$ cat src/sv/positional_insert_delete_array_macros.svh
// Assertion macros for the positional insert/delete array.
// Included by the top level; relies on clk and rst_n in the including scope.
`ifndef POSITIONAL_INSERT_DELETE_ARRAY_MACROS_SVH
`define POSITIONAL_INSERT_DELETE_ARRAY_MACROS_SVH
`ifndef SYNTH
// Same-cycle implication, checked outside reset.
`define PIDA_ASSERT_IMPLY(lbl, ante, cons) \
    lbl: assert property (@(posedge clk) disable iff (!rst_n) (ante) |-> (cons)) \
        else $error("pida assertion failed");
// Next-cycle implication, checked outside reset.
`define PIDA_ASSERT_NEXT(lbl, ante, cons) \
    lbl: assert property (@(posedge clk) disable iff (!rst_n) (ante) |=> (cons)) \
        else $error("pida assertion failed");
`else
`define PIDA_ASSERT_IMPLY(lbl, ante, cons)
`define PIDA_ASSERT_NEXT(lbl, ante, cons)
`endif
`endif

$ cat src/sv/pida_ram.sv
// Generic simple dual-port RAM, one write and one registered read per cycle.
// Stand-alone; depends on no package.
`timescale 1ns / 1ps
module pida_ram #(
    parameter int DEPTH = 128,
    parameter int WIDTH = 32
) (
    input  logic                     clk,
    input  logic                     we,
    input  logic [$clog2(DEPTH)-1:0] waddr,
    input  logic [WIDTH-1:0]         wdata,
    input  logic                     re,
    input  logic [$clog2(DEPTH)-1:0] raddr,
    output logic [WIDTH-1:0]         rdata
);

    logic [WIDTH-1:0] mem [DEPTH];

    always_ff @(posedge clk)
    begin
        if (we)
        begin
            mem[waddr] <= wdata;
        end
    end

    always_ff @(posedge clk)
    begin
        if (re)
        begin
            rdata <= mem[raddr];
        end
    end

endmodule

$ cat config.mk
export PLATFORM = sky130hd
export DESIGN_NAME = pida_ram
export DESIGN_NICKNAME = d
export VERILOG_FILES = /design/src/sv/positional_insert_delete_array_macros.svh /design/src/sv/pida_ram.sv
export SDC_FILE = /design/constraint.sdc
export NUM_CORES = 2
export LEC_CHECK = 0
export BUFFER_PORTS_ARGS = -buffer_cell sky130_fd_sc_hd__buf_2
export CAP_MARGIN = 20
export CORE_MARGIN = 8
export CORE_UTILIZATION = 25
export CTS_BUF_LIST = sky130_fd_sc_hd__clkbuf_4 sky130_fd_sc_hd__clkbuf_8 sky130_fd_sc_hd__clkbuf_16
export DETAILED_ROUTE_END_ITERATION = 8
export PLACE_DENSITY = 0.52
export SYNTH_ARGS = -nofsm -noshare
export SYNTH_HDL_FRONTEND = slang
export SYNTH_SLANG_ARGS = --single-unit
export TNS_END_PERCENT = 5
$ cat constraint.sdc
create_clock -name clk -period 4.7 [get_ports clk]
set_input_delay 1.41 -clock clk [delete_from_list [all_inputs] [get_ports clk]]
set_output_delay 1.41 -clock clk [all_outputs]
set_load 0.02 [all_outputs]
==> qor.yml <==
drt:
  first_pass_iters: 5
  drtIter0Drc: 9428
  wl_per_cell_um: 30.3
  drc: 0
  vias: 72100
  postRouteAntennaNets: 0
  via_per_inst: 4.71
  routed_wl_um: 464000
final_layout:
  drive_gt1_frac: 0.390
  regArea_um2: 124000
  area_growth_pct: 19.2
  instances_no_fill: 15300
  fillers: 59400
  multi_input_area_um2: 32300
  final_common_cell: "edfxtp_1"
  fin_nets: 6683
  final_cell_mix: "edfxtp_1 (4,128), mux4_2 (1,344), clkbuf_16 (405)"
sta:
  slew_viol_final: 0
  worst-slew-pin-transition_ps: 1160
  finalHoldViolCount: 0
  fin_ws_ps: 813
  worst_hold_slack_ps: 867
  fin_crit_ps: 3890
  skew_ps: 68.3
  grt_setup_unrepaired: "no"
  setup_violations: 0
  timing.fmax_ghz: 0.257
  slew_headroom: 0.226
  fin_crit_sh: 0.827
placement:
  dpl_worst_slack_ps: -220
  dpl.hpwl_um: 271000
  io_buffers: 80
  dp_cells: 14600
  place_congestion: 0.780
clock_tree:
  clock-sinks: 4128
  cts_buffers: 401
  htreeDepth: 5
  clockBufferDepth: 4
  cts-resized-gates: 0
  insertion_delay_ps: 1000
  cts_tree: "yes"
  cts_hold_buf: 0
  clkTransAtPathRegs_ps: 60
  cts_setup_buffers: 0
  clock-root-buffer: "clkbuf_16"
synthesis:
  synth_edf_count: 4128
  syn_inst: 5990
  ys_seq_elements: 4128
  synthSimpleGateAreaFrac: 0.00445
  synthAdderAreaFrac: 0
  synthMuxAreaShare: 0.196
  ys_warn_count: 0
  synth_top_family_by_area: "multiplexers"
  yosysSeqAreaShare: 0.792
  synth_compound_area_frac: 0
  synth-main-ff-cell: "edfxtp_1"
  synth_area_um2: 157000
  synth_cell_types: 16
  syn_nets: 6039
  avgSynthCellArea_um2: 26.1
  async_flop_share: 0
  synthXorXnorAreaFrac: 0
power_and_ir_drop:
  p_leak_nw: 56.1
  sw_frac_of_total: 0.218
  switchingPower_w: 0.0170
  combPwrFrac: 0.055
  peakVddDrop_v: 0.000306
  pwr-share-clk: 0.420
  total_power_w: 0.0779
  internal_power_w: 0.0609
  power_density_nw_per_um2: 417
  seqPwrFrac: 0.524
worst_setup_path:
  crit_arrival_ps: 4580
  r2r_cells: 4
  path_class: "in -> reg"
  cp-end-kind: "flop"
  worstSetupStartpointType: "input pin"
  cp_max_fo: 23
  rrSetupSlack_ps: 1860
  crit_required_ps: 5390
global_routing:
  grt_pass1_vias: 73700
  antenna_found_initial: 65
  track_usage: 0.138
  grt-ovfl-total: 0
  grt_max_degree: 129
  grt_pass1_wl_um: 633000
job:
  max_cap_violations: 0
min_path:
  whs_path_depth: 1
  hp-class: "in -> reg"
die:
  num_rows: 290
  initial_utilization: 0.251
  die_x_um: 807
  dieArea_um2: 652000
  core_area_um2: 624000
  ioPinCount: 81
  fp.dieH_um: 807
outcome:
  outcome: "finished, final reports clean"
-- layer usage --
metal,vias to the layer above,part of all wire,GRT usage
met5,-,0.00053,0
met3,589,0.081,0.0273
li1,27800,-,-
met1,40700,0.41,0.187
met2,3033,0.49,0.230
met4,38,0.020,0.0291
-- metrics by stage --
stage / util / setup TNS, ps / area, µm²
global route: 0.299 / 0 / 187000
CTS: 0.299 / 0 / 187000
finish: 0.299 / 0 / 187000
floorplan: - / 0 / 157000
detailed placement: 0.278 / -1310 / 173000
global placement: 0.278 / -1320 / 173000
-- power by group through the flow --
stage               sequential [W]  clock [W]  combinational (W)
floorplan                   0.0416          0            0.00196
global placement            0.0416          0            0.00433
detailed placement          0.0416          0            0.00439
CTS                         0.0408     0.0333            0.00440
global route                0.0408     0.0347            0.00451
finish                      0.0408     0.0327            0.00432
-- state kept, by name, summed over array words and instances, names as in the netlist --
signal,cells
rdata,32
mem,4096
-- Yosys cell counts (7+ instances only) --
cell      count  share of area
edfxtp_1   4128           0.79
mux4_2     1344           0.19
clkbuf_1    182         0.0044
nor2_1      122         0.0029
buf_2        79         0.0025
buf_1        50         0.0012
mux2_2       32         0.0023
nand2_1      14        0.00034
nand3_1      12        0.00038
nor3_1        9        0.00029
nor2b_1       7        0.00028
-- critical path, stage by stage --
cell and delay (ps):
buf_12 240, buf_12 310, buf_12 250, buf_12 240, mux4_2 540, mux4_2 520
mux4_2 630, mux2_2 330
-- kinds of logic (layout without fill, tap and decap cells) --
family / Yosys count / after routing
flip-flops: 4128 / 4128
multiplexers: 1376 / 1376
buffers and inverters: 316 / 1295
AND/OR/NAND/NOR: 170 / 170
other: 0 / 28
-- path summary, 6_finish.rpt --
check                                  from   endpoint
worst max-delay path               raddr[0]  rdata[13]
worst min-delay path                     re   rdata[2]
worst max register to register   mem[93][3]   rdata[3]
worst min register to register  mem[47][19]  rdata[19]
-- area by class of cell --
cell class / instances / share of cell area
tap: 8322 / 0.0558
clock buffer: 494 / 0.0579
timing repair buffer: 557 / 0.0358
clock inverter: 244 / 0.0134
multi-input combinational: 1546 / 0.173
antenna: 28 / 0.000375
sequential: 4128 / 0.664
Power figures use the tool's default switching activity.
