$ cat config.mk
export PLATFORM = sky130hd
export DESIGN_NAME = pida_ctrl
export DESIGN_NICKNAME = d
export VERILOG_FILES = /design/src/sv/positional_insert_delete_array_macros.svh /design/src/sv/pida_pkg.sv /design/src/sv/pida_ctrl.sv
export SDC_FILE = /design/constraint.sdc
export NUM_CORES = 1
export LEC_CHECK = 0
export BUFFER_PORTS_ARGS = -buffer_cell sky130_fd_sc_hd__buf_2
export CAP_MARGIN = 15
export CORE_UTILIZATION = 50
export DETAILED_ROUTE_END_ITERATION = 16
export HOLD_SLACK_MARGIN = 0.06
export PLACE_DENSITY = 0.75
export SYNTH_ARGS = -nofsm -noshare
export SYNTH_HDL_FRONTEND = slang
export SYNTH_SLANG_ARGS = --single-unit
$ cat constraint.sdc
create_clock -name clk -period 5.45 [get_ports clk]
set_input_delay 0.2725 -clock clk [delete_from_list [all_inputs] [get_ports clk]]
set_output_delay 0.2725 -clock clk [all_outputs]
set_load 0.05 [all_outputs]
$ cat src/sv/positional_insert_delete_array_macros.svh
// Assertion macros for the positional insert/delete array.
// Included by the top level; relies on clk and rst_n in the including scope.
`ifndef POSITIONAL_INSERT_DELETE_ARRAY_MACROS_SVH
`define POSITIONAL_INSERT_DELETE_ARRAY_MACROS_SVH
`ifndef SYNTH
// Same-cycle implication, checked outside reset.
`define PIDA_ASSERT_IMPLY(lbl, ante, cons) \
    lbl: assert property (@(posedge clk) disable iff (!rst_n) (ante) |-> (cons)) \
        else $error("pida assertion failed");
// Next-cycle implication, checked outside reset.
`define PIDA_ASSERT_NEXT(lbl, ante, cons) \
    lbl: assert property (@(posedge clk) disable iff (!rst_n) (ante) |=> (cons)) \
        else $error("pida assertion failed");
`else
`define PIDA_ASSERT_IMPLY(lbl, ante, cons)
`define PIDA_ASSERT_NEXT(lbl, ante, cons)
`endif
`endif

$ cat src/sv/pida_pkg.sv
// Package for the positional insert/delete array: sizes, codes and payload types.
// Used by pida_ctrl and the top level; depends on nothing.
`timescale 1ns / 1ps
package pida_pkg;

    localparam int CAPACITY = 128;
    localparam int DATA_W   = 32;
    localparam int POS_W    = 8;
    localparam int CNT_W    = $clog2(CAPACITY + 1);
    localparam int ADDR_W   = $clog2(CAPACITY);
    localparam int CMP_W    = (CNT_W > POS_W) ? CNT_W : POS_W;

    localparam logic [CNT_W-1:0] CAP_CNT = CNT_W'(CAPACITY);

    localparam logic [1:0] OP_INSERT = 2'd0;
    localparam logic [1:0] OP_DELETE = 2'd1;
    localparam logic [1:0] OP_READ   = 2'd2;

    localparam logic [1:0] ST_OK     = 2'd0;
    localparam logic [1:0] ST_BADPOS = 2'd1;
    localparam logic [1:0] ST_FULL   = 2'd2;

    typedef struct packed {
        logic [1:0]               operation;
        logic [POS_W-1:0]         position;
        logic signed [DATA_W-1:0] value;
    } req_t;

    typedef struct packed {
        logic signed [DATA_W-1:0] data_out;
        logic [1:0]               status;
        logic [7:0]               entry_count;
    } rsp_t;

    typedef struct packed {
        logic              we;
        logic [ADDR_W-1:0] waddr;
        logic [DATA_W-1:0] wdata;
        logic              re;
        logic [ADDR_W-1:0] raddr;
    } mem_cmd_t;

endpackage

$ cat src/sv/pida_ctrl.sv
// Sequencer for the positional insert/delete array: checks requests, walks the
// memory one entry per cycle to open or close a gap, and registers the result.
// Depends on pida_pkg.
`timescale 1ns / 1ps
module pida_ctrl (
    input  logic                      clk,
    input  logic                      rst_n,
    input  logic                      start,
    input  pida_pkg::req_t            req,
    output logic                      busy,
    output logic                      done,
    output pida_pkg::rsp_t            rsp,
    output pida_pkg::mem_cmd_t        mem_cmd,
    input  logic [pida_pkg::DATA_W-1:0] rd_data
);

    typedef enum logic [5:0] {
        S_IDLE      = 6'b000001,
        S_SHIFT_UP  = 6'b000010,
        S_INS_LAST  = 6'b000100,
        S_DEL_HEAD  = 6'b001000,
        S_SHIFT_DN  = 6'b010000,
        S_READ_WAIT = 6'b100000
    } state_t;

    state_t                           state_reg, state_next;
    logic [pida_pkg::CNT_W-1:0]       count_reg, count_next;
    logic [pida_pkg::CNT_W-1:0]       ptr_reg, ptr_next;
    logic [pida_pkg::CNT_W-1:0]       pos_reg, pos_next;
    logic signed [pida_pkg::DATA_W-1:0] value_reg, value_next;
    logic signed [pida_pkg::DATA_W-1:0] word_reg, word_next;
    logic                             done_reg, done_next;
    pida_pkg::rsp_t                   rsp_reg, rsp_next;

    logic [pida_pkg::CMP_W-1:0] pos_ext;
    logic [pida_pkg::CMP_W-1:0] cnt_ext;
    logic [pida_pkg::CMP_W-1:0] cnt_out;
    logic [pida_pkg::CNT_W-1:0] pos_cnt;
    logic [pida_pkg::CNT_W-1:0] cnt_dec;
    logic [pida_pkg::CNT_W-1:0] ptr_dec;
    logic [pida_pkg::CNT_W-1:0] ptr_dec2;
    logic [pida_pkg::CNT_W-1:0] ptr_inc;

    assign pos_ext  = pida_pkg::CMP_W'(req.position);
    assign cnt_ext  = pida_pkg::CMP_W'(count_reg);
    assign pos_cnt  = pos_ext[pida_pkg::CNT_W-1:0];
    assign cnt_dec  = count_reg - pida_pkg::CNT_W'(1);
    assign ptr_dec  = ptr_reg - pida_pkg::CNT_W'(1);
    assign ptr_dec2 = ptr_reg - pida_pkg::CNT_W'(2);
    assign ptr_inc  = ptr_reg + pida_pkg::CNT_W'(1);
    assign cnt_out  = pida_pkg::CMP_W'(count_next);

    always_comb
    begin
        state_next = state_reg;
        count_next = count_reg;
        ptr_next   = ptr_reg;
        pos_next   = pos_reg;
        value_next = value_reg;
        word_next  = word_reg;
        done_next  = 1'b0;
        rsp_next   = rsp_reg;
        mem_cmd    = '0;

        case (state_reg)
            S_IDLE:
            begin
                if (start)
                begin
                    pos_next   = pos_cnt;
                    value_next = req.value;
                    case (req.operation)
                        pida_pkg::OP_INSERT:
                        begin
                            if (pos_ext > cnt_ext)
                            begin
                                done_next         = 1'b1;
                                rsp_next.data_out = '0;
                                rsp_next.status   = pida_pkg::ST_BADPOS;
                            end
                            else if (count_reg == pida_pkg::CAP_CNT)
                            begin
                                done_next         = 1'b1;
                                rsp_next.data_out = '0;
                                rsp_next.status   = pida_pkg::ST_FULL;
                            end
                            else if (pos_cnt == count_reg)
                            begin
                                // Append: no entries to move.
                                mem_cmd.we        = 1'b1;
                                mem_cmd.waddr     = pos_cnt[pida_pkg::ADDR_W-1:0];
                                mem_cmd.wdata     = req.value;
                                count_next        = count_reg + pida_pkg::CNT_W'(1);
                                done_next         = 1'b1;
                                rsp_next.data_out = '0;
                                rsp_next.status   = pida_pkg::ST_OK;
                            end
                            else
                            begin
                                mem_cmd.re    = 1'b1;
                                mem_cmd.raddr = cnt_dec[pida_pkg::ADDR_W-1:0];
                                ptr_next      = count_reg;
                                state_next    = S_SHIFT_UP;
                            end
                        end
                        pida_pkg::OP_DELETE:
                        begin
                            if (pos_ext >= cnt_ext)
                            begin
                                done_next         = 1'b1;
                                rsp_next.data_out = '0;
                                rsp_next.status   = pida_pkg::ST_BADPOS;
                            end
                            else
                            begin
                                mem_cmd.re    = 1'b1;
                                mem_cmd.raddr = pos_cnt[pida_pkg::ADDR_W-1:0];
                                ptr_next      = pos_cnt + pida_pkg::CNT_W'(1);
                                state_next    = S_DEL_HEAD;
                            end
                        end
                        pida_pkg::OP_READ:
                        begin
                            if (pos_ext >= cnt_ext)
                            begin
                                done_next         = 1'b1;
                                rsp_next.data_out = '0;
                                rsp_next.status   = pida_pkg::ST_BADPOS;
                            end
                            else
                            begin
                                mem_cmd.re    = 1'b1;
                                mem_cmd.raddr = pos_cnt[pida_pkg::ADDR_W-1:0];
                                state_next    = S_READ_WAIT;
                            end
                        end
                        default:
                        begin
                            done_next         = 1'b1;
                            rsp_next.data_out = '0;
                            rsp_next.status   = pida_pkg::ST_BADPOS;
                        end
                    endcase
                end
            end

            S_SHIFT_UP:
            begin
                // rd_data holds the entry just below ptr; move it up by one.
                mem_cmd.we    = 1'b1;
                mem_cmd.waddr = ptr_reg[pida_pkg::ADDR_W-1:0];
                mem_cmd.wdata = rd_data;
                ptr_next      = ptr_dec;
                if (ptr_dec == pos_reg)
                begin
                    state_next = S_INS_LAST;
                end
                else
                begin
                    mem_cmd.re    = 1'b1;
                    mem_cmd.raddr = ptr_dec2[pida_pkg::ADDR_W-1:0];
                end
            end

            S_INS_LAST:
            begin
                mem_cmd.we        = 1'b1;
                mem_cmd.waddr     = pos_reg[pida_pkg::ADDR_W-1:0];
                mem_cmd.wdata     = value_reg;
                count_next        = count_reg + pida_pkg::CNT_W'(1);
                done_next         = 1'b1;
                rsp_next.data_out = '0;
                rsp_next.status   = pida_pkg::ST_OK;
                state_next        = S_IDLE;
            end

            S_DEL_HEAD:
            begin
                word_next = rd_data;
                if (ptr_reg == count_reg)
                begin
                    count_next        = cnt_dec;
                    done_next         = 1'b1;
                    rsp_next.data_out = rd_data;
                    rsp_next.status   = pida_pkg::ST_OK;
                    state_next        = S_IDLE;
                end
                else
                begin
                    mem_cmd.re    = 1'b1;
                    mem_cmd.raddr = ptr_reg[pida_pkg::ADDR_W-1:0];
                    state_next    = S_SHIFT_DN;
                end
            end

            S_SHIFT_DN:
            begin
                // rd_data holds the entry at ptr; move it down by one.
                mem_cmd.we    = 1'b1;
                mem_cmd.waddr = ptr_dec[pida_pkg::ADDR_W-1:0];
                mem_cmd.wdata = rd_data;
                if (ptr_inc == count_reg)
                begin
                    count_next        = cnt_dec;
                    done_next         = 1'b1;
                    rsp_next.data_out = word_reg;
                    rsp_next.status   = pida_pkg::ST_OK;
                    state_next        = S_IDLE;
                end
                else
                begin
                    mem_cmd.re    = 1'b1;
                    mem_cmd.raddr = ptr_inc[pida_pkg::ADDR_W-1:0];
                    ptr_next      = ptr_inc;
                end
            end

            S_READ_WAIT:
            begin
                done_next         = 1'b1;
                rsp_next.data_out = rd_data;
                rsp_next.status   = pida_pkg::ST_OK;
                state_next        = S_IDLE;
            end

            default:
            begin
                state_next = S_IDLE;
            end
        endcase

        if (done_next)
        begin
            rsp_next.entry_count = cnt_out[7:0];
        end
    end

    always_ff @(posedge clk or negedge rst_n)
    begin
        if (!rst_n)
        begin
            state_reg <= S_IDLE;
            count_reg <= '0;
            done_reg  <= 1'b0;
        end
        else
        begin
            state_reg <= state_next;
            count_reg <= count_next;
            done_reg  <= done_next;
        end
    end

    always_ff @(posedge clk)
    begin
        ptr_reg   <= ptr_next;
        pos_reg   <= pos_next;
        value_reg <= value_next;
        word_reg  <= word_next;
        rsp_reg   <= rsp_next;
    end

    assign busy = (state_reg != S_IDLE);
    assign done = done_reg;
    assign rsp  = rsp_reg;

endmodule

==> impl_summary.txt <==
----------------------------------------------------
[Job]
  Count of max-cap constraint violations ... 0

[Clock network]
  Number of hold buffers added after cts ... 34
  Latest clock arrival within the worst-skew pair ... 0.42 ns
  Post-cts resize count ... 0
  Number of buffers on the longest clock path ... 2
  Number of buffers created by CTS ... 17
  CTS root buffer ... sky130_fd_sc_hd__clkbuf_16
  Post-CTS Setup Bufs ... 0
  CTS Sinks ... 137
  Clock tree from TritonCTS ... yes
  H-tree lvl count ... 4
  Post-CTS clock slew at the launch and capture registers of the worst setup and hold paths ... 0.06 ns

[Detailed routing]
  Length of the first detailed-routing pass in iterations ... 8
  Max Used Layer ... met4
  Wire length on met3 ... 1820 µm
  DRC violation count after routing ... 0
  Met2 wire len ... 10500 µm
  DR iter-0 viols ... 817
  Number of antenna-violating nets in the routed design ... 0
  Routed met1 length ... 9300 µm
  Detail-routed via count per cell ... 6.24
  DR vias ... 6531
  Wire length per cell after detailed routing ... 21.2 µm
  Total routed wirelength ... 22200 µm

[Setup path]
  Crit path launch ... ptr_reg[2]
  Endpoint arrival time on the critical path ... 4.36 ns
  Crit-path max FO ... 13
  Kind of critical path ... flip-flop to output port
  Required time of the critical path ... 5.18 ns
  Launch instance of the worst register-to-register path ... ptr_reg[0]
  Worst Setup End Kind ... output port
  Startpoint class of the critical path ... flip-flop

[Yosys]
  Number of instances in the synthesized netlist ... 672
  Post-synth net total ... 772
  Fraction of registers with async set/reset ... 0.109
  YS warnings ... 0
  Synthesized area per cell ... 11.2 µm²
  Area of the mapped netlist ... 7530 µm²
  Synthesized flop and latch total ... 137
  Ys flop type ... sky130_fd_sc_hd__edfxtp_1
  Number of flops mapped to enable cells by yosys ... 122
  Sequential area share after synthesis ... 0.536
  Synth cell types ... 68

[Power]
  Pwr/cell area ... 398 nW/µm²
  VDD IR-drop max ... 0.297 mV
  Final Total Pwr ... 0.00372 W
  Leakage ... 3.99 nW

[Placement]
  Final weighted congestion in routability-driven placement ... 0.917
  Worst slack after detailed placement ... 1.34 ns
  Area after DPL ... 8460 µm²
  HPWL Detailed ... 15200 µm
  Port Buf Inserts ... 168

[Min path]
  Worst hold path startpoint ... rd_data[28]
  Hold WC Path Type ... input port to flip-flop

[GRT]
  Final global-route overflow total ... 0
  First-pass GRT wire length ... 34400 µm
  Overall Global Routing Usage ... 0.283
  Antenna violations before repair ... 0
  Maximum number of pins on one net before global-route repair ... 47
  Vias in the first global route ... 6303

[Final layout]
  Post-layout net count ... 950
  Proportion of layout cells with a drive suffix above 1 ... 0.263
  Antenna diode instance count ... 0
  Most common cell after layout, fill and taps aside ... sky130_fd_sc_hd__buf_2
  Layout filler cell count ... 1151
  Final core utilization ... 0.641
  Commonest cells after routing, fill and taps aside ... 168 x sky130_fd_sc_hd__buf_2, 122 x sky130_fd_sc_hd__edfxtp_1, 54 x sky130_fd_sc_hd__inv_1
  Synth-to-layout area growth ... 24.2%
  Sequential cell area ... 4040 µm²
  Area used by multi-input combinational logic ... 3090 µm²
  Largest register FFs ... 42
  Final Cell Area ... 9350 µm²

[STA]
  Count of endpoints failing hold in the final timing report ... 0
  Final min period ... 4.64 ns
  Maximum clock rate ... 0.216 GHz
  Max transition margin ... 0.295
  Fin worst setup slack ... 0.814 ns
  Total Neg Setup Slack ... 0 ns
  RSZ-0062 raised after global routing ... false
  Worst clock skew on the final layout ... 0.0135 ns
  Final number of setup-violating endpoints ... 0
  Final-report max-slew violation count ... 0
  Fin crit share ... 0.851
  Worst Tran Pin Value ... 1.05 ns

[Floorplan]
  Die extent in y ... 125 µm
  Die X-Extent ... 125 µm
  FP Rows ... 44
  Initial standard-cell utilization of the core ... 0.516
  Full die area ... 15600 µm²
  Core region area ... 14600 µm²
  Io pins ... 169

[Outcome]
  Status ... complete, no violations

----------------------------------------------------
-- cells in the mapped netlist, types with 4 or more instances --
cell type | count | area, µm²
sky130_fd_sc_hd__a21oi_1 | 28 | 140
sky130_fd_sc_hd__a221o_1 | 5 | 50.1
sky130_fd_sc_hd__a221oi_1 | 9 | 78.8
sky130_fd_sc_hd__a222oi_1 | 32 | 320
sky130_fd_sc_hd__a22o_1 | 33 | 289
sky130_fd_sc_hd__a22oi_1 | 6 | 45.0
sky130_fd_sc_hd__a31oi_1 | 4 | 25.0
sky130_fd_sc_hd__and2_1 | 5 | 31.3
sky130_fd_sc_hd__and3_1 | 12 | 75.1
sky130_fd_sc_hd__buf_2 | 9 | 45.0
sky130_fd_sc_hd__clkbuf_1 | 36 | 135
sky130_fd_sc_hd__dfrtp_1 | 14 | 350
sky130_fd_sc_hd__edfxtp_1 | 122 | 3660
sky130_fd_sc_hd__ha_1 | 23 | 288
sky130_fd_sc_hd__inv_1 | 55 | 206
sky130_fd_sc_hd__mux2i_1 | 4 | 40.0
sky130_fd_sc_hd__nand2_1 | 46 | 173
sky130_fd_sc_hd__nand3_1 | 18 | 90.1
sky130_fd_sc_hd__nand3b_1 | 4 | 30.0
sky130_fd_sc_hd__nand4_1 | 5 | 31.3
sky130_fd_sc_hd__nor2_1 | 19 | 71.3
sky130_fd_sc_hd__nor3_1 | 18 | 90.1
sky130_fd_sc_hd__o211ai_1 | 10 | 75.1
sky130_fd_sc_hd__o21ai_0 | 39 | 195
sky130_fd_sc_hd__o22ai_1 | 10 | 62.6
sky130_fd_sc_hd__or2_2 | 4 | 25.0
sky130_fd_sc_hd__or3_1 | 5 | 31.3
sky130_fd_sc_hd__xnor2_1 | 24 | 210
sky130_fd_sc_hd__xor2_1 | 13 | 114
-- path summary, 6_finish.rpt --
path / cells after the start / slack, ns / end
setup / recovery: 10 / 0.81 / mem_cmd[6]
hold / removal: 1 / 0.07 / word_reg[28]
setup reg to reg: 7 / 1.70 / rsp[33]
hold reg to reg: 1 / 0.54 / rsp[22]
max in group asynchronous: 2 / 4.83 / state_reg[0]
min in group asynchronous: 2 / 0.30 / cnt_ext[3]
-- report_power, final --
part	total, W	internal [W]	switching (W)
Sequential	0.00150	0.00139	0.000112
Combinational	0.00114	0.000297	0.000840
Clock	0.00108	0.000631	0.000447
Total	0.00372	0.00232	0.00140
-- worst max-delay path: stages (launching register included) --
cell and delay (ns):
sky130_fd_sc_hd__edfxtp_1 0.62, sky130_fd_sc_hd__inv_1 0.24, sky130_fd_sc_hd__ha_1 0.24, sky130_fd_sc_hd__nor3b_1 0.32, sky130_fd_sc_hd__a21boi_0 0.56, sky130_fd_sc_hd__xnor2_1 0.19
sky130_fd_sc_hd__nand3_1 0.15, sky130_fd_sc_hd__o21ai_1 0.85, sky130_fd_sc_hd__o21ai_0 0.21, sky130_fd_sc_hd__a211o_1 0.35, sky130_fd_sc_hd__buf_2 0.22
-- kinds of logic after synthesis --
family	after synthesis	synth area share
adder cells (fa/ha/maj)	23	0.0382
multiplexers	5	0.00681
AO/OA/AOI/OAI	204	0.203
buffers and inverters	105	0.0558
AND/OR/NAND/NOR	161	0.117
flip-flops	137	0.536
XOR/XNOR	37	0.0430
-- layer usage --
layer | vias up | GRT usage
li1 | 2958 | -
met1 | 3151 | 0.376
met2 | 378 | 0.453
met3 | 44 | 0.0610
met4 | 0 | 0.106
met5 | - | 0
-- cell type report --
cell class,count,area share
Timing Repair Buffer,209,0.132
Clock buffer,19,0.0463
Multi-Input combinational cell,430,0.331
Tap cell,184,0.0246
Sequential cell,137,0.432
Inverter,55,0.0221
Clock inverter,13,0.0127
-- per-stage QoR --
stage / hold slack (ns) / instances
5_1_grt: 0.0614 / 1047
4_1_cts: 0.0628 / 1047
3_3_place_gp: 0.206 / 981
2_1_floorplan: -0.0231 / 672
3_5_place_dp: 0.208 / 981
6_report: 0.0682 / 1047
No activity file was read; power rests on OpenSTA's default activity.
